<file path="src/rtl/core/mfq_pkg.sv">
// Shared types, constants and helper functions for the multilevel feedback
// queue scheduler. No dependencies; every other file imports this package.
package mfq_pkg;

	localparam int MAX_QUEUES = 8;
	localparam int MAX_PROCS  = 16;

	localparam int LVL_W   = $clog2(MAX_QUEUES);
	localparam int POS_W   = $clog2(MAX_PROCS);
	localparam int ADDR_W  = LVL_W + POS_W;
	localparam int DEPTH   = MAX_QUEUES * MAX_PROCS;
	localparam int CNT_W   = $clog2(MAX_PROCS + 1);
	localparam int ID_W    = 5;
	localparam int LEVEL_W = 4;
	localparam int NQ_W    = 4;
	localparam int NP_W    = 5;
	localparam int BP_W    = 16;
	localparam int CFG_IDX_W  = 2;
	localparam int CFG_DATA_W = 16;

	// Configuration register indexes.
	localparam logic [CFG_IDX_W-1:0] REG_NUM_QUEUES   = 2'd0;
	localparam logic [CFG_IDX_W-1:0] REG_NUM_PROCS    = 2'd1;
	localparam logic [CFG_IDX_W-1:0] REG_BOOST_PERIOD = 2'd2;

	typedef enum logic [1:0] {
		EV_RAN   = 2'd0,
		EV_EXIT  = 2'd1,
		EV_BOOST = 2'd2,
		EV_IDLE  = 2'd3
	} ev_t;

	typedef struct packed {
		ev_t                event_res;
		logic               cmd_echo;
		logic [ID_W-1:0]    proc_id;
		logic [LEVEL_W-1:0] level;
		logic [ID_W-1:0]    next_proc;
		logic               all_done;
		logic               last_of_run;
	} res_t;

	// Pointer update commands from the sequencer to the pointer file.
	typedef struct packed {
		logic             clr_all;
		logic             pop_en;
		logic [LVL_W-1:0] pop_q;
		logic             push_en;
		logic [LVL_W-1:0] push_q;
	} ptr_op_t;

	// Pointer file status seen by the sequencer.
	typedef struct packed {
		logic             busy_vld;
		logic [LVL_W-1:0] busy_q;
		logic [POS_W-1:0] sel_head;
		logic [POS_W-1:0] sel_tail;
		logic [CNT_W-1:0] sel_count;
		logic [POS_W-1:0] push_tail;
		logic             push_ok;
	} ptr_stat_t;

	// Number of levels in use: zero acts as one, large values saturate.
	function automatic logic [NQ_W-1:0] levels_used(input logic [NQ_W-1:0] nq);
		logic [NQ_W-1:0] r;
		if (nq == '0) begin
			r = NQ_W'(1);
		end else if (nq > NQ_W'(MAX_QUEUES)) begin
			r = NQ_W'(MAX_QUEUES);
		end else begin
			r = nq;
		end
		return r;
	endfunction

	// Number of processes loaded on start, saturated at the table size.
	function automatic logic [NP_W-1:0] procs_used(input logic [NP_W-1:0] np);
		logic [NP_W-1:0] r;
		if (np > NP_W'(MAX_PROCS)) begin
			r = NP_W'(MAX_PROCS);
		end else begin
			r = np;
		end
		return r;
	endfunction

endpackage

</file>
<file path="src/rtl/core/mfq_ram.sv">
// Queue entry store: one write port, one read port, registered read data.
// Depends on mfq_pkg for depth and widths.
module mfq_ram import mfq_pkg::*; (
	input  logic              clk,
	input  logic              wr_en,
	input  logic [ADDR_W-1:0] wr_addr,
	input  logic [ID_W-1:0]   wr_data,
	input  logic              rd_en,
	input  logic [ADDR_W-1:0] rd_addr,
	output logic [ID_W-1:0]   rd_data
);

	logic [ID_W-1:0] mem [DEPTH];

	always_ff @(posedge clk) begin
		if (wr_en) begin
			mem[wr_addr] <= wr_data;
		end
	end

	// Read data holds until the next read, so a stalled consumer keeps it.
	always_ff @(posedge clk) begin
		if (rd_en) begin
			rd_data <= mem[rd_addr];
		end
	end

endmodule

</file>
<file path="config.mk">
export PLATFORM = sky130hd
export DESIGN_NAME = mfq_ram
export DESIGN_NICKNAME = d
export VERILOG_FILES = /design/src/rtl/core/mfq_pkg.sv /design/src/rtl/core/mfq_ram.sv
export SDC_FILE = /design/constraint.sdc
export NUM_CORES = 1
export LEC_CHECK = 0
export BUFFER_PORTS_ARGS = -buffer_cell sky130_fd_sc_hd__buf_2
export CORE_ASPECT_RATIO = 1.25
export CORE_MARGIN = 1
export CORE_UTILIZATION = 55
export DETAILED_ROUTE_END_ITERATION = 6
export PLACE_DENSITY = 0.71
export SYNTH_ARGS = -nofsm -noshare
export SYNTH_HDL_FRONTEND = slang
export SYNTH_SLANG_ARGS = --single-unit
</file>
<file path="constraint.sdc">
create_clock -name clk -period 3.64 [get_ports clk]
set_clock_uncertainty 0.15 [all_clocks]
set_input_delay 0.546 -clock clk [delete_from_list [all_inputs] [get_ports clk]]
set_output_delay 0.546 -clock clk [all_outputs]
set_load 0.01 [all_outputs]
</file>
Word-level counts from Yosys, hierarchy flattened
Memories as Yosys holds them, arrays and structs flattened. A register that Yosys moved wholly into a read port is not among the register bits.
Cells that the tools add are included.
Operators by class
  mux-type cells: 2
Operators by type and width (count)
  $mux W1: 2
Storage, ports and cells
  bits in writable memories: 640
  bits in registers: 0
  memories kept: 1
  input port bits: 22
  word-level logic and storage cells: 3
Memory list
  mem: depth 128, bits a word 5, read ports 1, clocked after Yosys merged registers in 1, write ports 1, line mfq_ram.sv:13  | logic [ID_W-1:0] mem [DEPTH];

Longest topological paths before layout
  depth in word-level cells: 2
  mapped depth: 7

Least setup slack after synthesis
No wires, ideal clock.
  path type: input to register
  start: input rd_addr[0]
  end: register rd_data[0], read port of mem (data pin)
  arrival: 2931 ps
  stages on the path: 6
  library setup time: 260 ps
  slack: 299 ps
  required time: 3230 ps
  cell sequence: buf_2 -> buf_1 -> mux4_2 -> mux4_2 -> mux4_2 -> mux2_2
RTL lines
  start: declaration: line mfq_ram.sv:9  | input logic [ADDR_W-1:0] rd_addr,
  end: declaration: line mfq_ram.sv:10  | output logic [ID_W-1:0] rd_data

==> results by group <==
Routing
  – TritonRoute pass-1 iters: 7
  – Vias/cell: 6.34
  – Wire per inst: 29.4 um
  – ANT nets after route: 0
  – DRC Markers: 4
  – Final WL: between 50 and 60 mm
  – Vias: 11400
  – Initial drt markers: 1101

Power
  – P_sw: approximately 0.0031 W
  – Worst VDD drop: 0.424 mV
  – Leak: 8.65 nW
  – Net switching fraction of the power: 20.5%
  – Overall Power: between 0.015 and 0.02 W
  – Logic pwr share: 5.1%
  – Pwr Density: roughly 540 nW/um^2
  – Clock share of power: between 40 and 50%
  – Sequential fraction of design power: between 50% and 60%
  – Internal power: 0.0120 W

Yosys
  – Ranking of synthesized cells by area: edfxtp_1, mux4_2, nor2_1
  – Post-Syn Instances: about 1100
  – Compound-Gate Fraction of Synth Area: 0%
  – Synthesized net count: 1112
  – Mux contribution to synthesized area: 19.1%
  – Register bit total from synthesis: 645
  – Xor and xnor fraction of the mapped netlist area: 0%
  – Mapped cell area: 25100 um^2
  – Post-synthesis adder-cell area fraction: 0%
  – Simple-Gate Fraction of Synth Area: 2.78%
  – Seq/Total Area, Yosys: 77.1%
  – Largest family of logic cells by synthesized area: multiplexers
  – Dominant cell type by area after synthesis: edfxtp_1
  – Synth top area share: 77.1%
  – Ys Warns: 0
  – Yosys cell types: 16
  – Syn Area/Cell: between 20 and 25 um^2

Critical path
  – Worst setup EP type: flip-flop
  – R2R depth: 4
  – Worst path cell trace: buf_8 -> buf_4 -> mux4_2 -> mux4_2 -> mux4_2 -> mux2_2
  – CP peak stage delay: 0.57 ns
  – Crit Path Max Fanout: 14
  – Critical Path Source Type: input pin
  – Most used cell, CP: mux4_2
  – CP required: 3.84 ns
  – Slowest cell on the critical path: mux4_2
  – Critical path class: input pin to flip-flop
  – Crit path DAT: 3.03 ns

Min path
  – Min-Delay Path Class: input pin to flip-flop
  – Hold Crit Depth: 1

STA
  – RSZ-0062 raised after global routing: false
  – Peak Freq: 354 MHz
  – Setup_tns: 0 ns
  – Slew HR: roughly 14%
  – Hold Fails Final Rpt: 0
  – Tcrit/Tclk final: 77.7%
  – Worst-Margin Slew: 1.29 ns
  – Final setup vio count: 0
  – Max Slew Vio Count: 0
  – Fin crit period: around 2.8 ns

Die
  – Initial Util: a little under three fifths
  – Die Wd: between 150 and 200 um
  – Die area: 46500 um^2
  – Site Rows: 87
  – I/O Pins: 27
  – Core region area: 45100 um^2
  – Die Y-Extent: approximately 240 um

Outcome
  – Failing checks: DRC
  – Outcome: finished with violations

GRT
  – Vias in the first global route: around 12000
  – Met1 usage: roughly a third
  – Global routing's busiest layer: met2
  – Antenna violations before repair: 7
  – Global route overflow: 0
  – Met2 usage: 39.7%
  – First-pass GRT wire length: 78.1 mm
  – Largest net degree at the start of global routing: 129
  – Total GRT Usage: 23.7%
  – Met3 GRT Util: 4.23%

Cells and area
  – Fill cell count: about 3000
  – Final Util: 62.6%
  – Layout cells sized above 1: 31.7%
  – Area delta synth->final: 12.4%
  – Nets@finish: 1188
  – Final non-filler cell total: 1795

Clock tree
  – CTS tree: done
  – Root buffer cell: clkbuf_16
  – Clk buf depth: 3
  – Num CTS Buffers: 58
  – # resized after CTS: 0
  – Post-CTS Setup Inserts: 0
  – Worst-Skew Late Latency: 0.60 ns
  – Sink Count: 645
  – Hold_buf cts: 0
  – Clock-pin slew on the worst setup and hold paths: approximately 0.07 ns
  – CTS HTree Levels: 2

Placed design
  – Global placement routability congestion: 0.786
  – Port Buffers: 26
  – Placed Cells: roughly 1700
  – DPL Wire Length: 33.7 mm

Job
  – Max-Cap Viols: 0
-- per-stage QoR --
stage                     hold WS (ns)  setup slack [ns]  area [um^2]
after floorplan                  0.495             0.299        25100
after global placement           0.733             0.205        26300
after detailed placement         0.712             0.193        26300
after CTS                       0.0774             0.845        28200
after global routing             0.103             0.788        28200
final                            0.127             0.812        28200
-- critical path, delay by kind of cell --
kind | cells | cell delay, ns
mux | 4 | 1.96
buf+inv | 2 | 0.48
-- placed cells by master (no fill, tap or decap), types with 10 or more instances in the layout --
cell         n
clkinv_1    10
clkinv_2    16
nand2_1     14
nand3_1     12
nor2_1     122
buf_2       19
buf_4       40
edfxtp_1   645
clkbuf_16   59
buf_12      15
mux4_2     210
-- final cells by class --
| cell class | count | area (um^2) | area share (%) |
|---|---|---|---|
| sequential | 645 | 19400 | 68.6 |
| multi-input combinational | 385 | 5480 | 19.4 |
| clock buffer | 63 | 1490 | 5.29 |
| tap | 578 | 723 | 2.56 |
| timing repair buffer | 76 | 722 | 2.56 |
| clock inverter | 45 | 424 | 1.50 |
| antenna | 3 | 7.51 | 0.0266 |
-- cell usage after synthesis --
library cell,n
mux2_2,5
buf_1,13
buf_6,1
edfxtp_1,645
buf_4,5
nor2b_1,7
nand3_1,12
clkbuf_1,35
mux4_2,210
nand2b_1,2
nor3_1,9
nand4_1,3
nand2_1,14
nor2_1,122
buf_2,6
or3_1,1
-- state kept, by name, summed over array words and instances, names as in the netlist --
name	flops
mem	640
rd_data	5
-- cells by family (layout without fill, tap and decap cells) --
family / after synthesis / count (layout)
mux: 215 / 215
other cells: 0 / 3
simple gates: 170 / 170
buf+inv: 60 / 184
flops: 645 / 645
-- per-layer routing --
| metal | up-vias | share of wire, % |
|---|---|---|
| met5 | - | 0.085 |
| met4 | 8 | 2.8 |
| met3 | 101 | 6.7 |
| met2 | 434 | 52 |
| met1 | 6075 | 38 |
| li1 | 4769 | - |
-- power groups by stage --
stage          logic (W)  registers, W  clock network [W]
3_3_place_gp    0.000757       0.00838                  0
2_1_floorplan   0.000425       0.00838                  0
5_1_grt         0.000807       0.00822            0.00648
6_report        0.000764       0.00822            0.00612
4_1_cts         0.000774       0.00822            0.00621
3_5_place_dp    0.000772       0.00838                  0
-- path summary, 6_finish.rpt --
kind,start,to,slack (ns)
worst max-delay path,rd_addr[0],rd_data[0],0.81
worst min-delay path,rd_en,rd_data[4],0.13
worst max register to register,mem[95][0],rd_data[0],0.97
worst min register to register,mem[36][1],rd_data[1],1.10
Power figures use the tool's default switching activity.
