**src/rtl/core/mfq_pkg.sv**
```systemverilog
// Shared types, constants and helper functions for the multilevel feedback
// queue scheduler. No dependencies; every other file imports this package.
package mfq_pkg;

	localparam int MAX_QUEUES = 8;
	localparam int MAX_PROCS  = 16;

	localparam int LVL_W   = $clog2(MAX_QUEUES);
	localparam int POS_W   = $clog2(MAX_PROCS);
	localparam int ADDR_W  = LVL_W + POS_W;
	localparam int DEPTH   = MAX_QUEUES * MAX_PROCS;
	localparam int CNT_W   = $clog2(MAX_PROCS + 1);
	localparam int ID_W    = 5;
	localparam int LEVEL_W = 4;
	localparam int NQ_W    = 4;
	localparam int NP_W    = 5;
	localparam int BP_W    = 16;
	localparam int CFG_IDX_W  = 2;
	localparam int CFG_DATA_W = 16;

	// Configuration register indexes.
	localparam logic [CFG_IDX_W-1:0] REG_NUM_QUEUES   = 2'd0;
	localparam logic [CFG_IDX_W-1:0] REG_NUM_PROCS    = 2'd1;
	localparam logic [CFG_IDX_W-1:0] REG_BOOST_PERIOD = 2'd2;

	typedef enum logic [1:0] {
		EV_RAN   = 2'd0,
		EV_EXIT  = 2'd1,
		EV_BOOST = 2'd2,
		EV_IDLE  = 2'd3
	} ev_t;

	typedef struct packed {
		ev_t                event_res;
		logic               cmd_echo;
		logic [ID_W-1:0]    proc_id;
		logic [LEVEL_W-1:0] level;
		logic [ID_W-1:0]    next_proc;
		logic               all_done;
		logic               last_of_run;
	} res_t;

	// Pointer update commands from the sequencer to the pointer file.
	typedef struct packed {
		logic             clr_all;
		logic             pop_en;
		logic [LVL_W-1:0] pop_q;
		logic             push_en;
		logic [LVL_W-1:0] push_q;
	} ptr_op_t;

	// Pointer file status seen by the sequencer.
	typedef struct packed {
		logic             busy_vld;
		logic [LVL_W-1:0] busy_q;
		logic [POS_W-1:0] sel_head;
		logic [POS_W-1:0] sel_tail;
		logic [CNT_W-1:0] sel_count;
		logic [POS_W-1:0] push_tail;
		logic             push_ok;
	} ptr_stat_t;

	// Number of levels in use: zero acts as one, large values saturate.
	function automatic logic [NQ_W-1:0] levels_used(input logic [NQ_W-1:0] nq);
		logic [NQ_W-1:0] r;
		if (nq == '0) begin
			r = NQ_W'(1);
		end else if (nq > NQ_W'(MAX_QUEUES)) begin
			r = NQ_W'(MAX_QUEUES);
		end else begin
			r = nq;
		end
		return r;
	endfunction

	// Number of processes loaded on start, saturated at the table size.
	function automatic logic [NP_W-1:0] procs_used(input logic [NP_W-1:0] np);
		logic [NP_W-1:0] r;
		if (np > NP_W'(MAX_PROCS)) begin
			r = NP_W'(MAX_PROCS);
		end else begin
			r = np;
		end
		return r;
	endfunction

endpackage

```
**src/rtl/core/mfq_ptrs.sv**
```systemverilog
// Per-level head, tail and count registers, plus the search for the highest
// non-empty level in use. Depends on mfq_pkg.
module mfq_ptrs import mfq_pkg::*; (
	input  logic             clk,
	input  logic             arst_n,
	input  ptr_op_t          op,
	input  logic [LVL_W-1:0] sel_q,
	input  logic [NQ_W-1:0]  nq,
	output ptr_stat_t        st
);

	logic [POS_W-1:0] head_q  [MAX_QUEUES];
	logic [POS_W-1:0] tail_q  [MAX_QUEUES];
	logic [CNT_W-1:0] count_q [MAX_QUEUES];
	logic             push_do;

	always_comb begin
		st = '0;
		st.sel_head  = head_q[sel_q];
		st.sel_tail  = tail_q[sel_q];
		st.sel_count = count_q[sel_q];
		st.push_tail = tail_q[op.push_q];
		// A pop from the same level in the same cycle frees a slot first.
		st.push_ok = (count_q[op.push_q] != CNT_W'(MAX_PROCS)) ||
			(op.pop_en && (op.pop_q == op.push_q));
		// Ascending scan, so the highest non-empty level wins.
		for (int i = 0; i < MAX_QUEUES; i++) begin
			if ((NQ_W'(i) < nq) && (count_q[i] != '0)) begin
				st.busy_vld = 1'b1;
				st.busy_q   = LVL_W'(i);
			end
		end
	end

	assign push_do = op.push_en && st.push_ok;

	always_ff @(posedge clk or negedge arst_n) begin
		if (!arst_n) begin
			for (int i = 0; i < MAX_QUEUES; i++) begin
				head_q[i]  <= '0;
				tail_q[i]  <= '0;
				count_q[i] <= '0;
			end
		end else if (op.clr_all) begin
			for (int i = 0; i < MAX_QUEUES; i++) begin
				head_q[i]  <= '0;
				tail_q[i]  <= '0;
				count_q[i] <= '0;
			end
		end else begin
			for (int i = 0; i < MAX_QUEUES; i++) begin
				if (op.pop_en && (op.pop_q == LVL_W'(i))) begin
					head_q[i] <= head_q[i] + POS_W'(1);
				end
				if (push_do && (op.push_q == LVL_W'(i))) begin
					tail_q[i] <= tail_q[i] + POS_W'(1);
				end
				count_q[i] <= count_q[i]
					+ CNT_W'(push_do && (op.push_q == LVL_W'(i)))
					- CNT_W'(op.pop_en && (op.pop_q == LVL_W'(i)));
			end
		end
	end

endmodule

```
**config.mk**
```make
export PLATFORM = sky130hd
export DESIGN_NAME = mfq_ptrs
export DESIGN_NICKNAME = d
export VERILOG_FILES = /design/src/rtl/core/mfq_pkg.sv /design/src/rtl/core/mfq_ptrs.sv
export SDC_FILE = /design/constraint.sdc
export NUM_CORES = 1
export LEC_CHECK = 0
export BUFFER_PORTS_ARGS = -buffer_cell sky130_fd_sc_hd__buf_2
export CAP_MARGIN = 40
export CORE_AREA = 8 8 125 127
export DETAILED_ROUTE_END_ITERATION = 10
export DIE_AREA = 0 0 133 135
export PLACE_DENSITY = 0.86
export SYNTH_ARGS = -nofsm -noshare
export SYNTH_HDL_FRONTEND = slang
export SYNTH_SLANG_ARGS = --single-unit
```
**constraint.sdc**
```tcl
create_clock -name clk -period 3.6 [get_ports clk]
set_clock_uncertainty 0.1 [all_clocks]
set_input_delay 0.54 -clock clk [delete_from_list [all_inputs] [get_ports clk]]
set_output_delay 0.54 -clock clk [all_outputs]
set_load 0.02 [all_outputs]
```
Word level (Yosys, flattened, before mapping)
Index checks and enable logic that the tools add are counted.
{ "totals": {"register_bits": 104, "input_bits": 18, "output_inout_bits": 22} }
{ "op_classes": {"add_sub_neg": 32, "n_lt_le_gt_ge": 10, "eq_ne": 16, "mux": 42, "bitwise": 2, "n_reduce_logical": 53} }
{ "ops": {"columns": ["op", "count"], "rows": [
  ["$mux 4", 30],
  ["$add 4x1->4 const B", 16],
  ["$mux 32", 2],
  ["$add 5x1->5", 8],
  ["$mux 40", 1],
  ["$reduce_bool 5->1", 8],
  ["$sub 5x1->5", 8],
  ["$bmux 4 s3", 3],
  ["$reduce_bool 2->1", 16],
  ["$bmux 5 s3", 2],
  ["$logic_and 1x1->1", 26],
  ["$eq 3x3->1 const B", 8],
  ["$mux 5", 4],
  ["$lt 3x4->1 const A", 4],
  ["$eq 3x2->1 const B", 4],
  ["$ge 4x4->1 const B", 2],
  ["$lt 1x4->1 const A", 2],
  ["$lt 2x4->1 const A", 2],
  ["$not 3->4", 2],
  ["$eq 3x1->1 const B", 2],
  ["$logic_not 3->1", 2],
  ["$ne 5x5->1 const B", 1],
  ["$eq 3x3->1", 1],
  ["$logic_or 1x1->1", 1]
]} }

Longest topological paths before layout
{ "depth": {"word_depth": 11, "depth_mapped": 18, "ltp_nobuf": 16} }

Worst setup path before layout
Ideal clock, no wire load.
{ "synth_path": {"path_kind": "input -> register", "start": "input port op[1] (netlist bit)", "end": "register count_q[34] (netlist bit)", "arrival_ns": 3.361, "required_time_ns": 3.422, "slack_ns": 0.061, "path_stages": 16, "path_cell_list": "buf_6 -> buf_6 -> nor2_1 -> a221oi_2 -> o211ai_2 -> a21oi_4 -> nor4_1 -> inv_1 -> ha_1 -> inv_1 -> ha_1 -> fa_1 -> a21oi_1 -> nor2_1 -> or3_1 -> a21oi_1"} }
{ "synth_between": {"elab_chain_len": 11, "elab_cells_between_ends": 14, "cone_classes": "2 x add/sub; 3 x eq/ne; 4 x mux; 1 x bitwise; 4 x reduce/logical"} }
{ "synth_rtl": {"columns": ["item", "line", "rtl"], "rows": [
  ["start, declared", "mfq_ptrs.sv:6", "input ptr_op_t op,"],
  ["$not 3->4 (not written as such)", "mfq_ptrs.sv:24", "st.push_ok = (count_q[op.push_q] != CNT_W'(MAX_PROCS)) ||"],
  ["$bmux 5 s3", "mfq_ptrs.sv:24", null],
  ["$mux 5 (not written as such) (2 in series)", "mfq_ptrs.sv:24", null],
  ["$ne 5x5->1", "mfq_ptrs.sv:24", null],
  ["$logic_or 1x1->1", "mfq_ptrs.sv:24", null],
  ["$logic_and 1x1->1", "mfq_ptrs.sv:35", "assign push_do = op.push_en && st.push_ok;"],
  ["$logic_and 1x1->1 (*)", "mfq_ptrs.sv:59", "+ CNT_W'(push_do && (op.push_q == LVL_W'(i)))"],
  ["$add 5x1->5 (*)", "mfq_ptrs.sv:59", null],
  ["$sub 5x1->5 (*)", "mfq_ptrs.sv:60", "- CNT_W'(op.pop_en && (op.pop_q == LVL_W'(i)));"],
  ["$mux 40 (*)", "mfq_ptrs.sv:44", "end else if (op.clr_all) begin"],
  ["end signal, assigned by index", "mfq_ptrs.sv:58", "count_q[i] <= count_q[i]"],
  ["end, declared", "mfq_ptrs.sv:14", "logic [CNT_W-1:0] count_q [MAX_QUEUES];"]
]} }
Every way passes the cells marked *; elsewhere a longest branch is shown, timed or not. The select of a mux whose other input is x is not followed.
A chain may end at the register's enable or synchronous reset.

Final worst setup path
{ "layout_path": {"start": "register count_q[32] (netlist bit)", "end": "register count_q[34] (netlist bit)"} }
{ "layout_between": {"elab_chain_len": 10} }
{ "layout_rtl": {"columns": ["item", "line"], "rows": [
  ["$bmux 5 s3", "mfq_ptrs.sv:24"],
  ["$mux 5 (not written as such) (2 in series)", "mfq_ptrs.sv:24"],
  ["$ne 5x5->1", "mfq_ptrs.sv:24"],
  ["$logic_or 1x1->1", "mfq_ptrs.sv:24"],
  ["$logic_and 1x1->1", "mfq_ptrs.sv:35"],
  ["$logic_and 1x1->1", "mfq_ptrs.sv:59"],
  ["$add 5x1->5 (*)", "mfq_ptrs.sv:59"],
  ["$sub 5x1->5 (*)", "mfq_ptrs.sv:60"],
  ["$mux 40 (*)", "mfq_ptrs.sv:44"]
]} }
Marked as above.

==> results.ini <==
[critical_path]
crit_buf_inv=3
arrival_ns=3.80
crit_type=register to register
required_ns=3.79
crit_chain=or4b_4 -> a221oi_4 -> o211ai_2 -> a21oi_4 -> buf_6 -> nor4_4 -> inv_1 -> ha_1 -> inv_2 -> ha_4 -> fa_2 -> a21oi_2 -> nor2_2 -> or3_1 -> a21oi_2
crit_fanout=3
cp_top_family=simple AND/OR/NAND/NOR gates
critPathLaunchType=register
slowest_stage=or4b_4
slowest_delay_ns=0.58
end_kind=register
path_common_cell=a21oi_2

[pwr]
power.share.switching_pct=35.0
ir_drop_mv=0.363
p_leak_nw=4.02
p_int_mw=2.58
total_power_mw=3.97
combPwrFrac_pct=37.4
powerDensity_nw_per_um2=441
power_frac_seq_pct=35.3
switchingPower_mw=1.39
clock_power_share_pct=27.4

[clocking]
clk_path_buf_depth=2
cts.sinks=104
path_clk_slew_ns=0.07
cts_buffers=9
cts_tree=yes
clock_latency_ns=0.36
cts-root-buf=clkbuf_16
htree_levels=3

[logic_synthesis]
ys_async_sr_fraction_pct=100
syn_inst=720
avgSynthCellArea_um2=10.5
yosysSeqAreaShare_pct=34.4
ys.flop_type=dfrtp_1
synthesis.area_um2=7570
synth_edf_count=0
syn_nets=810
yosysWarnings=0
synthDistinctLibCells=59
ys_seq_elements=104

[routing]
wirelength_um=19500
vias=5994
wl_per_cell_um=19.7
viasPerCell=6.04
drt_iter0_markers=530
drtAntennaViolNets=0
drtPass1Iterations=7
drc_errors=0

[sta]
setup_viol=2
period_share_pct=100
final.min_clock_period_ns=3.61
hold_viol=0
fmax_mhz=277
worst_pin_slew_ns=0.662
rsz0062_at_grt=yes
hold_slack_ns=0.435
slew_headroom_pct=55.9
setup_slack_ns=-0.0114
final_max_slew_viol_count=0

[run_status]
status=finished with violations
failed_checks=setup timing

[global_route]
grt_pass1_wl_um=31600
grt_usage_pct=21.9
grt-ovfl-total=0
antenna_found_initial=0
grt_max_degree=71
grt_pass1_vias=6225

[layout]
multi_input_area_um2=4800
nNetsFinal=899
fillers=938
syn2layout_area_growth_pct=18.8
design_area_um2=8990
final_core_util_pct=66.0
drive_gt1_share_pct=32.5
seq_area_um2=2600
n_antenna_cell=0

[floorplanning]
die-width_um=133
dieArea_um2=18000
die_h_um=135
initial_utilization_pct=55.6
coreArea_um2=13600
rows=43
io_pins=40

[run]
maxCapViolations=0

[place]
postPlaceCellArea_um2=8350
port_buffers=39
gp_congestion=0.883
hpwl_um=13800
dpl_worst_slack_ns=-0.233

[worst_hold_path]
min_path_type=input pin to register

## metal layers
layer	up-vias	wire length, um	track usage, %	part of all wire (%)
li1	2716	-	-	-
met1	2971	7750	27.4	40
met2	248	9700	36.2	50
met3	59	1390	4.27	7.1
met4	0	689	9.46	3.5
met5	-	0	0	0
## final timing paths
| check | cells past startpoint | startpoint | endpoint | slack (ns) |
|---|---|---|---|---|
| max | 15 | count_q[32] | count_q[34] | -0.01 |
| max reg2reg | 15 | count_q[32] | count_q[34] | -0.01 |
| min reg2reg | 2 | head_q[3] | head_q[3] | 0.45 |
| min in group asynchronous | 2 | arst_n | count_q[27] | 0.46 |
| max in group asynchronous | 4 | arst_n | tail_q[19] | 2.14 |
| min | 2 | op[8] | tail_q[10] | 0.43 |
## metrics by stage
stage	instances	setup TNS, ns
2_1_floorplan	720	0
3_3_place_gp	967	-0.390
3_5_place_dp	969	-1.52
4_1_cts	986	0
5_1_grt	993	-0.515
6_report	993	-0.0159
## logic make-up (layout without fill, tap and decap cells)
kind of cell / after synthesis / in the layout / synth area share, %
simple gates: 234 / 234 / 16.9
flops: 104 / 104 / 34.4
compound gates: 94 / 94 / 8.40
buf+inv: 91 / 184 / 5.47
mux: 74 / 74 / 16.2
fa+ha+maj: 72 / 72 / 12.7
xor+xnor: 51 / 51 / 5.90
## Yosys cell counts (6+ instances only)
master / instances / area share (%)
a21oi_2: 11 / 1.3
nor4b_1: 6 / 0.69
nand2_1: 20 / 0.99
clkbuf_1: 13 / 0.64
inv_1: 58 / 2.9
xor2_1: 27 / 3.1
fa_1: 8 / 2.1
nor3_1: 8 / 0.53
buf_1: 9 / 0.45
mux2i_1: 16 / 2.1
a21oi_1: 30 / 2.0
nand4_1: 10 / 0.83
nand3_1: 16 / 1.1
o21ai_0: 13 / 0.86
or3_1: 18 / 1.5
mux2_2: 17 / 2.5
nand2b_1: 20 / 1.7
o31ai_1: 7 / 0.69
nor2b_1: 26 / 2.1
mux2_4: 7 / 1.4
ha_1: 64 / 11
xnor2_1: 24 / 2.8
a21o_1: 9 / 0.89
nor2_1: 79 / 3.9
mux4_2: 33 / 9.8
dfrtp_1: 104 / 34
## sequential cells by signal (all words and copies together) (netlist names)
signal	cells
head_q	32
count_q	40
tail_q	32
## repair_timing
item	in CTS	in global routing
resized for setup	4	58
hold buffers	1	0
endpoints found under the setup margin	6	9
pin swaps	4	30
endpoints found under the hold margin	8	0
setup buffers	1	9
## cell usage in the layout (no fill, tap or decap), types with 5 or more instances in the layout
cell type,instances
fa_2,8
nor2_2,5
buf_4,66
o21ai_2,5
a21oi_2,26
ha_4,7
mux2_4,7
o31ai_1,7
mux2_2,17
nand2_1,20
buf_2,37
xor2_1,27
clkbuf_16,9
ha_1,54
nand3_1,16
or3_1,16
nor2_1,76
inv_1,49
nand4_1,10
nor3_1,8
mux2i_1,16
mux4_2,33
dfrtp_1,104
inv_2,9
o21ai_0,12
nand2b_1,20
nor4b_1,6
nor2b_1,26
a21oi_1,15
o21ai_1,6
a21o_1,9
xnor2_1,24
## area by class of cell
type	instances	share of cell area [%]
multi-input cells	525	53.3
inverters	58	2.42
flip-flops and latches	104	28.9
clock inverters	5	0.905
repair buffers	111	9.21
well taps	180	2.51
clock buffers	10	2.66
## power by group through the flow
stage               registers, mW  logic, mW  clock network [mW]
global placement             1.41       1.21                   0
floorplan                    1.38      0.920                   0
global route                 1.41       1.62                1.13
CTS                          1.39       1.32                1.09
detailed placement           1.41       1.27                   0
finish                       1.40       1.48                1.09
(Power assumes the default switching activity.)
